===== src/kvs_pkg.sv =====
// ----------------------------------------------------------------------------
// kvs_pkg: shared types and constants for the keyframe vec3 sampler
// Word layouts of the item and result channels, store write bundle and codes.
// ----------------------------------------------------------------------------
package kvs_pkg;

  localparam int MAX_KEYS_DEF = 64;

  // Configuration port
  localparam int CFG_AW = 3;
  localparam logic REG_TRACK_LEN = 1'b0;
  localparam logic [6:0] TRACK_LEN_RST = 7'd1;

  // Item actions
  localparam logic ACT_LOAD  = 1'b0;
  localparam logic ACT_QUERY = 1'b1;

  localparam int FRAC_W = 17;  // fraction 0..65536

  typedef struct packed {
    logic        action;
    logic [5:0]  key_slot;
    logic [31:0] key_time;
    logic [31:0] key_x;
    logic [31:0] key_y;
    logic [31:0] key_z;
    logic [31:0] query_time;
  } kvs_in_t;

  typedef struct packed {
    logic [31:0] out_x;
    logic [31:0] out_y;
    logic [31:0] out_z;
    logic [6:0]  segment;
  } kvs_out_t;

  typedef struct packed {
    logic [31:0] x;
    logic [31:0] y;
    logic [31:0] z;
  } vec3_t;

  typedef struct packed {
    logic        en;
    logic [31:0] key_time;
    vec3_t       val;
  } kvs_wr_t;

endpackage


===== src/kvs_blend.sv =====
// ----------------------------------------------------------------------------
// kvs_blend: shared two-stage lerp unit
// res = a + floor((b - a) * frac / 65536); one component accepted per cycle.
// ----------------------------------------------------------------------------
module kvs_blend (
  input  logic        clk,
  input  logic        rst_n,
  input  logic        in_valid,
  input  logic [31:0] a,
  input  logic [31:0] b,
  input  logic [kvs_pkg::FRAC_W-1:0] frac,
  output logic        out_valid,
  output logic [31:0] res
);
  import kvs_pkg::*;

  logic signed [32:0] diff;
  logic signed [50:0] prod_r;
  logic [31:0]        a_d_r;
  logic [31:0]        res_r;
  logic               v1_r;
  logic               v2_r;

  assign diff = $signed({b[31], b}) - $signed({a[31], a});

  always_ff @(posedge clk) begin
    if (!rst_n) begin
      v1_r <= 1'b0;
      v2_r <= 1'b0;
    end else begin
      v1_r <= in_valid;
      v2_r <= v1_r;
    end
  end

  always_ff @(posedge clk) begin
    prod_r <= 51'(diff) * 51'($signed({1'b0, frac}));
    a_d_r  <= a;
    // arithmetic shift floors; only the low 32 bits of the sum survive
    res_r  <= a_d_r + prod_r[47:16];
  end

  assign out_valid = v2_r;
  assign res       = res_r;

endmodule


===== config.mk =====
export PLATFORM = sky130hd
export DESIGN_NAME = kvs_blend
export DESIGN_NICKNAME = d
export VERILOG_FILES = /design/src/kvs_pkg.sv /design/src/kvs_blend.sv
export SDC_FILE = /design/constraint.sdc
export NUM_CORES = 2
export LEC_CHECK = 0
export BUFFER_PORTS_ARGS = -buffer_cell sky130_fd_sc_hd__buf_4
export CAP_MARGIN = 10
export CORE_MARGIN = 1
export CORE_UTILIZATION = 45
export DETAILED_ROUTE_END_ITERATION = 10
export PLACE_DENSITY = 0.68
export SYNTH_ARGS = -nofsm -noshare
export SYNTH_HDL_FRONTEND = slang
export SYNTH_SLANG_ARGS = --single-unit

===== constraint.sdc =====
create_clock -name clk -period 12.7 [get_ports clk]
set_input_delay 1.905 -clock clk [delete_from_list [all_inputs] [get_ports clk]]
set_output_delay 1.905 -clock clk [all_outputs]
set_load 0.05 [all_outputs]

==> metrics.txt <==
outcome=finished, final reports clean; TNS Setup=0 ns; I/O Buffers=116; #FFs+latches synth=98; Critical Path Start=a[0]; RR Startpoint=prod_r[16]; Worst R2R Setup Slack=8.97 ns; clk_skew=0.01656 ns; Distinct cells, synth=71; Synth Instances=2647; routed wire length=58.73 mm; Syn Area/Cell=8.972 µm²; synth warn=0; clk_lat worst skew=0.40 ns; Die Ht=231.7 µm; vias per cell=5.151; crit path max-delay cell type=fa_1; Worst path depth=32; Final period util=84.03%; vias in the first global route=19340; maxcap violations=0; DRT Pass-1 Iters=5; minimum clock period=10.67 ns; Final nets=3477; Area growth syn-to-layout=8.114%; sequential cell area=0.001962 mm²; Setup violations, final=0; Worst-path clk slew=0.08 ns; DIE WIDTH=231.7 µm; Final Hold Viols=0; initial drt markers=857; # resized after CTS=0; Post-synth EDFFs=0; CTS max path bufs=2; detailed-route DRC error count=0; via count=17460; Worst R2R Path Depth=13; initial cell density of the core=45.92%; Buf/Inv on CP=5; post-route ant nets=0; number of buffers added for setup after CTS=0; most common cell after layout, fill and taps aside=inv_1; largest net degree at the start of global routing=35; CTS tree=built; antenna violations before repair=1; first-pass GRT wire length=98.53 mm; RSZ-0062 raised after global routing=false; Final GP Congestion=0.8458; WP data arrival=10.96 ns; Wirelength per Cell=17.32 µm; family with the most delay on the worst path=adder cells; htree depth=3; syn nets=3420; Filler cells=4894; clock root buffer=clkbuf_16; multi-input logic area=0.01909 mm²; slowest stage delay, CP=0.69 ns; Worst slew margin=30.45%; Async S/R FF share, synth=0%; post-detail-place hpwl=47.99 mm; critical path fanouts, max=25; Core Box Area=0.05172 mm²; Slew Viols, Final=0; die area=0.05370 mm²; cell area after synthesis=0.02375 mm²; Setup crit end kind=flip-flop; proportion of layout cells with a drive suffix above 1=7.124%; Critical Path RT=12.99 ns; worst reg2reg path endpoint=res[30]; Worst Setup EP=prod_r[47]; sequential element share of the synthesized area=8.261%; Max Fclk=93.70 MHz; most frequent cells in the layout=648 x inv_1, 516 x fa_1, 305 x nand2_1, 264 x and2_1, 173 x ha_1; I/O pins=117; clk sinks=98; Num CTS Buffers=9; slew of the pin with the lowest slew margin=1.038 ns; startpoint types=input port; Hold Path Class=reg2reg; crit path kind=in2reg; row count=83; hold_buf cts=0; most frequent CP cell=fa_1; dominant synthesized flop cell=dfxtp_1; Total GRT Usage=23.46%; total gr overflow=0
==> synthesized netlist by cell type (8+ instances only) <==
library cell,number,area share [%]
a211oi_1,8,0.25
and3_1,9,0.24
inv_1,648,10
nand4_1,12,0.32
ha_1,173,9.1
nand2_1,305,4.8
nand3_1,13,0.27
o21bai_1,8,0.25
nand2b_1,27,0.71
clkbuf_1,88,1.4
xor2_1,24,0.89
o21a_1,10,0.32
a21oi_1,85,1.8
o21ai_0,45,0.95
fa_1,516,43
a21o_1,39,1.2
nor2_1,44,0.70
nor3_1,15,0.32
a31oi_1,9,0.24
nor2b_1,48,1.3
xnor2_1,73,2.7
dfxtp_1,98,8.3
and2_1,264,7.0
==> worst min path at each step <==
stage                     from   endpoint  slack, ns  depth (start not counted)
after floorplan           v1_r  out_valid       0.41                          1
after global placement    v1_r  out_valid       0.43                          1
after detailed placement  v1_r  out_valid       0.43                          1
after CTS                 v1_r  out_valid       0.45                          1
after global routing      v1_r  out_valid       0.47                          1
final                     v1_r  out_valid       0.45                          1
==> metrics by stage <==
step | utilization (%) | std cells | instance area [µm²] | hold WS (ns) | worst slack [ns]
after floorplan | - | 2647 | 23750 | 0.4118 | 3.107
after global placement | 49.09 | 3373 | 25390 | 0.4268 | 1.922
after detailed placement | 49.09 | 3373 | 25390 | 0.4310 | 1.636
after CTS | 49.64 | 3389 | 25670 | 0.4514 | 2.048
after global routing | 49.64 | 3389 | 25670 | 0.4707 | 1.573
final | 49.64 | 3390 | 25670 | 0.4457 | 2.028
==> flip-flops by register name, indices dropped and copies added, names as in the netlist <==
signal	cells
a_d_r	32
out_valid	1
prod_r	32
res	32
v1_r	1
==> per-layer routing <==
layer  global-route usage (%)  wire (µm)  vias to the layer above
met2                    40.28      29250                      522
met5                        0         17                        -
met3                    3.892       3481                      117
met1                    29.76      24210                     8855
met4                    8.285       1773                        2
li1                         -          -                     7965
==> cell type report <==
type                            count  share of cell area (%)
Multi-Input combinational cell   1807                   74.36
Clock buffer                        9                  0.8772
Clock inverter                      7                  0.2339
Timing Repair Buffer              140                   4.094
Tap cell                          680                   3.314
Antenna cell                        1                0.009747
Inverter                          648                   9.474
Sequential cell                    98                   7.641
==> cells by family after synthesis <==
family	synth area share, %
buf+inv	11.76
flops	8.261
compound gates	7.492
xor+xnor	3.672
simple gates	16.20
fa+ha+maj	52.61
Power is not shown: default switching activity piles up to over one toggle a cycle in this logic, so the estimate is an artifact.
