==> src/kvs_pkg.sv <==
// ----------------------------------------------------------------------------
// kvs_pkg: shared types and constants for the keyframe vec3 sampler
// Word layouts of the item and result channels, store write bundle and codes.
// ----------------------------------------------------------------------------
package kvs_pkg;

  localparam int MAX_KEYS_DEF = 64;

  // Configuration port
  localparam int CFG_AW = 3;
  localparam logic REG_TRACK_LEN = 1'b0;
  localparam logic [6:0] TRACK_LEN_RST = 7'd1;

  // Item actions
  localparam logic ACT_LOAD  = 1'b0;
  localparam logic ACT_QUERY = 1'b1;

  localparam int FRAC_W = 17;  // fraction 0..65536

  typedef struct packed {
    logic        action;
    logic [5:0]  key_slot;
    logic [31:0] key_time;
    logic [31:0] key_x;
    logic [31:0] key_y;
    logic [31:0] key_z;
    logic [31:0] query_time;
  } kvs_in_t;

  typedef struct packed {
    logic [31:0] out_x;
    logic [31:0] out_y;
    logic [31:0] out_z;
    logic [6:0]  segment;
  } kvs_out_t;

  typedef struct packed {
    logic [31:0] x;
    logic [31:0] y;
    logic [31:0] z;
  } vec3_t;

  typedef struct packed {
    logic        en;
    logic [31:0] key_time;
    vec3_t       val;
  } kvs_wr_t;

endpackage

==> src/kvs_frac_div.sv <==
// ----------------------------------------------------------------------------
// kvs_frac_div: iterative fraction divider
// Computes floor(num * 65536 / den) for num <= den, one quotient bit a cycle.
// ----------------------------------------------------------------------------
module kvs_frac_div (
  input  logic        clk,
  input  logic        rst_n,
  input  logic        start,
  input  logic [31:0] num,
  input  logic [31:0] den,
  output logic        done,
  output logic [kvs_pkg::FRAC_W-1:0] frac
);
  import kvs_pkg::*;

  logic [31:0]       rem_r;
  logic [31:0]       den_r;
  logic [FRAC_W-1:0] nbits_r;
  logic [FRAC_W-1:0] quo_r;
  logic [4:0]        cnt_r;
  logic              run_r;
  logic              done_r;
  logic [32:0]       trial;
  logic              fits;

  // shift in the next numerator bit, subtract when the divisor fits
  assign trial = {rem_r, nbits_r[FRAC_W-1]};
  assign fits  = trial >= {1'b0, den_r};

  always_ff @(posedge clk) begin
    if (!rst_n) begin
      run_r  <= 1'b0;
      done_r <= 1'b0;
      cnt_r  <= '0;
    end else begin
      done_r <= run_r && (cnt_r == 5'd1);
      if (start) begin
        run_r <= 1'b1;
        cnt_r <= 5'(FRAC_W);
      end else if (run_r) begin
        cnt_r <= cnt_r - 5'd1;
        if (cnt_r == 5'd1) begin
          run_r <= 1'b0;
        end
      end
    end
  end

  always_ff @(posedge clk) begin
    if (start) begin
      // high bits of num * 65536 above the quotient range start the remainder
      rem_r   <= {1'b0, num[31:1]};
      nbits_r <= {num[0], {(FRAC_W-1){1'b0}}};
      quo_r   <= '0;
      den_r   <= den;
    end else if (run_r) begin
      rem_r   <= fits ? 32'(trial - {1'b0, den_r}) : trial[31:0];
      nbits_r <= {nbits_r[FRAC_W-2:0], 1'b0};
      quo_r   <= {quo_r[FRAC_W-2:0], fits};
    end
  end

  assign done = done_r;
  assign frac = quo_r;

endmodule

==> config.mk <==
export PLATFORM = sky130hd
export DESIGN_NAME = kvs_frac_div
export DESIGN_NICKNAME = d
export VERILOG_FILES = /design/src/kvs_pkg.sv /design/src/kvs_frac_div.sv
export SDC_FILE = /design/constraint.sdc
export NUM_CORES = 1
export LEC_CHECK = 0
export BUFFER_PORTS_ARGS = -buffer_cell sky130_fd_sc_hd__buf_2
export CAP_MARGIN = 30
export CORE_ASPECT_RATIO = 1.4
export CORE_MARGIN = 2
export CORE_UTILIZATION = 45
export CTS_CLUSTER_DIAMETER = 80
export DETAILED_ROUTE_END_ITERATION = 7
export PLACE_DENSITY = 0.77
export SYNTH_ARGS = -nofsm -noshare
export SYNTH_HDL_FRONTEND = slang
export SYNTH_SLANG_ARGS = --single-unit
==> constraint.sdc <==
create_clock -name clk -period 5.3 [get_ports clk]
set_input_delay 0.53 -clock clk [delete_from_list [all_inputs] [get_ports clk]]
set_output_delay 0.53 -clock clk [all_outputs]
set_load 0.1 [all_outputs]
==> results.md <==
* Seq cells post-synth at 89
* Layout cell share with drive strength beyond 1 at 0.220
* Outcome: complete, no violations
* Fin Setup TNS at 0 ns
* Placeable Area at around 12000 um2
* RSZ-0062 raised after global routing: false
* Top post-synthesis cells by area: edfxtp_1 35%, dfxtp_1 9.2%, ha_1 7.8%, a21oi_1 5.2%, mux2i_1 4.4%
* Post-synth EDFFs at between 60 and 70
* Nets at 723
* Clock Sink Count at 89
* Clock-pin slew on the worst setup and hold paths at around 0.070 ns
* Util after Layout at 0.531
* Leak at 2.71 nW
* Dpl hpwl at between 8000 and 9000 um
* Combinational share of power at 0.431
* Post-synthesis sequential area ratio at 0.443
* Commonest non-fill, non-tap cell in the layout: buf_2
* Cell Pwr Density at 441 nW/um2
* Critical path arrival at 3.54 ns
* Avg Inst Size Synth at between 10 and 15 um2
* Filler cells at approximately 1100
* Synth-to-Final Area Change at 14.8%
* Die area at approximately 13000 um2
* Crit path launch type: flip-flop
* Clk root buf: clkbuf_16
* Mapped Area at about 5500 um2
* Drt pass-1 iters at 4
* Synth cell types at 63
* Post-CTS Resized at 0
* Min Tclk post-route at approximately 3.4 ns
* Ant diodes at 0
* Vias at around 4200
* CP max FO at 4
* Slowest stage delay, CP at 0.41 ns
* Ys flop type: edfxtp_1
* Starting Density at 0.463
* Hold buffer count at cts at 0
* CTS tree: built
* Flop pwr share at 0.339
* Placed Area at around 6000 um2
* CTS buffer count at 9
* Largest net degree at the start of global routing at 64
* Final ANT Viol Nets at 0
* Final hold vios at 0
* Synth area leader: edfxtp_1
* Post-synth ARST share at 0
* GRT overflow at 0
* Worst skew pair latency at 0.36 ns
* Maximum clock frequency at roughly 0.29 GHz
* Global placer's final weighted congestion at ~0.88
* Rows at 47
* Gr usage total at 0.187
* Vias in the first global route at ~4300
* Drt wl/cell at between 15 and 20 um
* Mapped Nets at around 650
* Commonest cells after routing, fill and taps aside: 83 x buf_2, 64 x edfxtp_1, 57 x a21oi_1, 52 x nor2_1, 51 x inv_1
* Remaining DRCs at 0
* Post-CTS setup buffers at 0
* Place WS at ~1.9 ns
* DIE HEIGHT at between 100 and 150 um
* Drt via density at roughly 5.5
* Final setup margin at 1.86 ns
* Switch share at 0.366
* Bufs on Longest Clock Path at 2
* P_sw at slightly above 1 mW
* VDD IR max at around 0.23 mV
* Antenna violations before repair at 0
* Final Cell Area at 6280 um2
* Slew @ Worst Pin at roughly 0.85 ns
* Max-cap violations at 0
* Gate Count Post-Synth at 546
* Port buffer count at 84
* CTS H-tree lvls at 3
* Ports at 85
* FF+latch area at 2420 um2
* Max-slew headroom at 0.430
* Final period util at 0.649
* CP max stage cell: fa_1
* Worst Hold Class: primary input to flip-flop
* Critical Path, Cell by Cell: inv_1, ha_1, inv_1, fa_1, a21oi_1, nor2_1, o311ai_0, a21oi_1, o31ai_1, nor2b_1, xnor2_1, mux2_1, mux2_2
* Top-area cell type share of the netlist area at 0.351
* Fin. max-slew vios at 0
* Crit path capture type: flip-flop
* Cell internal pwr at 1.75 mW
* Layout Skew at 0.0107 ns
* Critical path type: flip-flop to flip-flop
* Area of the multi-input gates at around 2700 um2
* Total power at approximately 2.8 mW
* WP data required at 5.40 ns
* Clock power frac at 0.230
* Detailed Route Iter0 Violations at about 280
* Final setup viols at 0
* Final wirelength at between 10000 and 15000 um
* YS warnings at 0
* First-pass GRT wire length at about 20000 um
* Die Wd at between 90 and 100 um
## stage by stage
stage	hold slack, ns	std cells
floorplan	0.469	546
detailed placement	0.487	757
global route	0.340	773
global placement	0.472	757
CTS	0.339	773
finish	0.345	773
## registers in the layout (all words and copies together), names as in the netlist
signal,cells
cnt_r,5
den_r,32
done,1
frac,17
nbits_r,1
rem_r,32
run_r,1
## path summary, 6_finish.rpt
check	from	to	slack (ns)	cells past startpoint
max	nbits_r[16]	rem_r[20]	1.86	13
min	den[28]	den_r[28]	0.35	1
max reg2reg	nbits_r[16]	rem_r[20]	1.86	13
min reg2reg	frac[16]	frac[16]	0.51	2
## layout make-up
class / instances / area share
Multi-Input combinational cell: 382 / 0.435
Clock inverter: 5 / 0.00698
Clock buffer: 11 / 0.0405
Tap cell: 147 / 0.0293
Inverter: 51 / 0.0305
Timing Repair Buffer: 88 / 0.0722
Sequential cell: 89 / 0.386
## logic make-up after synthesis
group | count (synthesis) | share of synthesized area
muxes | 46 | 0.0892
adders and majority gates | 35 | 0.0815
buffers and inverters | 75 | 0.0581
DFF | 89 | 0.443
AOI/OAI and AO/OA | 132 | 0.150
and+or+nand+nor | 143 | 0.136
xor gates and xnor gates | 26 | 0.0416
## synth_stat cells (3+ instances only)
master and instances:
clkbuf_1 9, nor3b_1 3, or3_1 4, mux2_2 20, a21oi_1 57, nand3b_1 4, nor3b_2 3, a21boi_0 3
nand2b_1 8, ha_1 34, a211oi_1 3, o21a_1 3, nand3_1 10, nor2b_1 4, buf_2 5, buf_6 4
nor2_1 52, xor2_1 9, dfxtp_1 25, or2_2 3, edfxtp_1 64, nand2_1 29, buf_1 6, nand4_1 5
nor3_1 5, xnor2_1 17, o21ai_0 24, a31oi_1 5, mux2i_1 24, inv_1 51, a221o_1 4, a21o_1 9
## per-layer routing
metal  routed length (um)  global-route usage  vias up
met3                  620              0.0505       23
met2                 6060               0.328      102
li1                     -                   -     2109
met4                  292              0.0759        0
met1                 4780               0.216     2008
met5                    0                   0        -
## worst max-delay path: cells and delay by family, from the launching register on
| kind | cells | cell delay, ns |
|---|---|---|
| simple gates | 2 | 0.28 |
| buf+inv | 2 | 0.12 |
| xor+xnor | 1 | 0.08 |
| compound gates | 4 | 1.20 |
| fa+ha+maj | 2 | 0.56 |
| flops | 1 | 0.39 |
| mux | 2 | 0.56 |
## power by group through the flow
stage	registers (mW)	logic [mW]	clock network [mW]
4_1_cts	0.939	1.19	0.646
3_3_place_gp	0.948	1.14	0
5_1_grt	0.950	1.33	0.669
2_1_floorplan	0.949	0.957	0
3_5_place_dp	0.952	1.19	0
6_report	0.939	1.19	0.637
(Power assumes the default switching activity.)
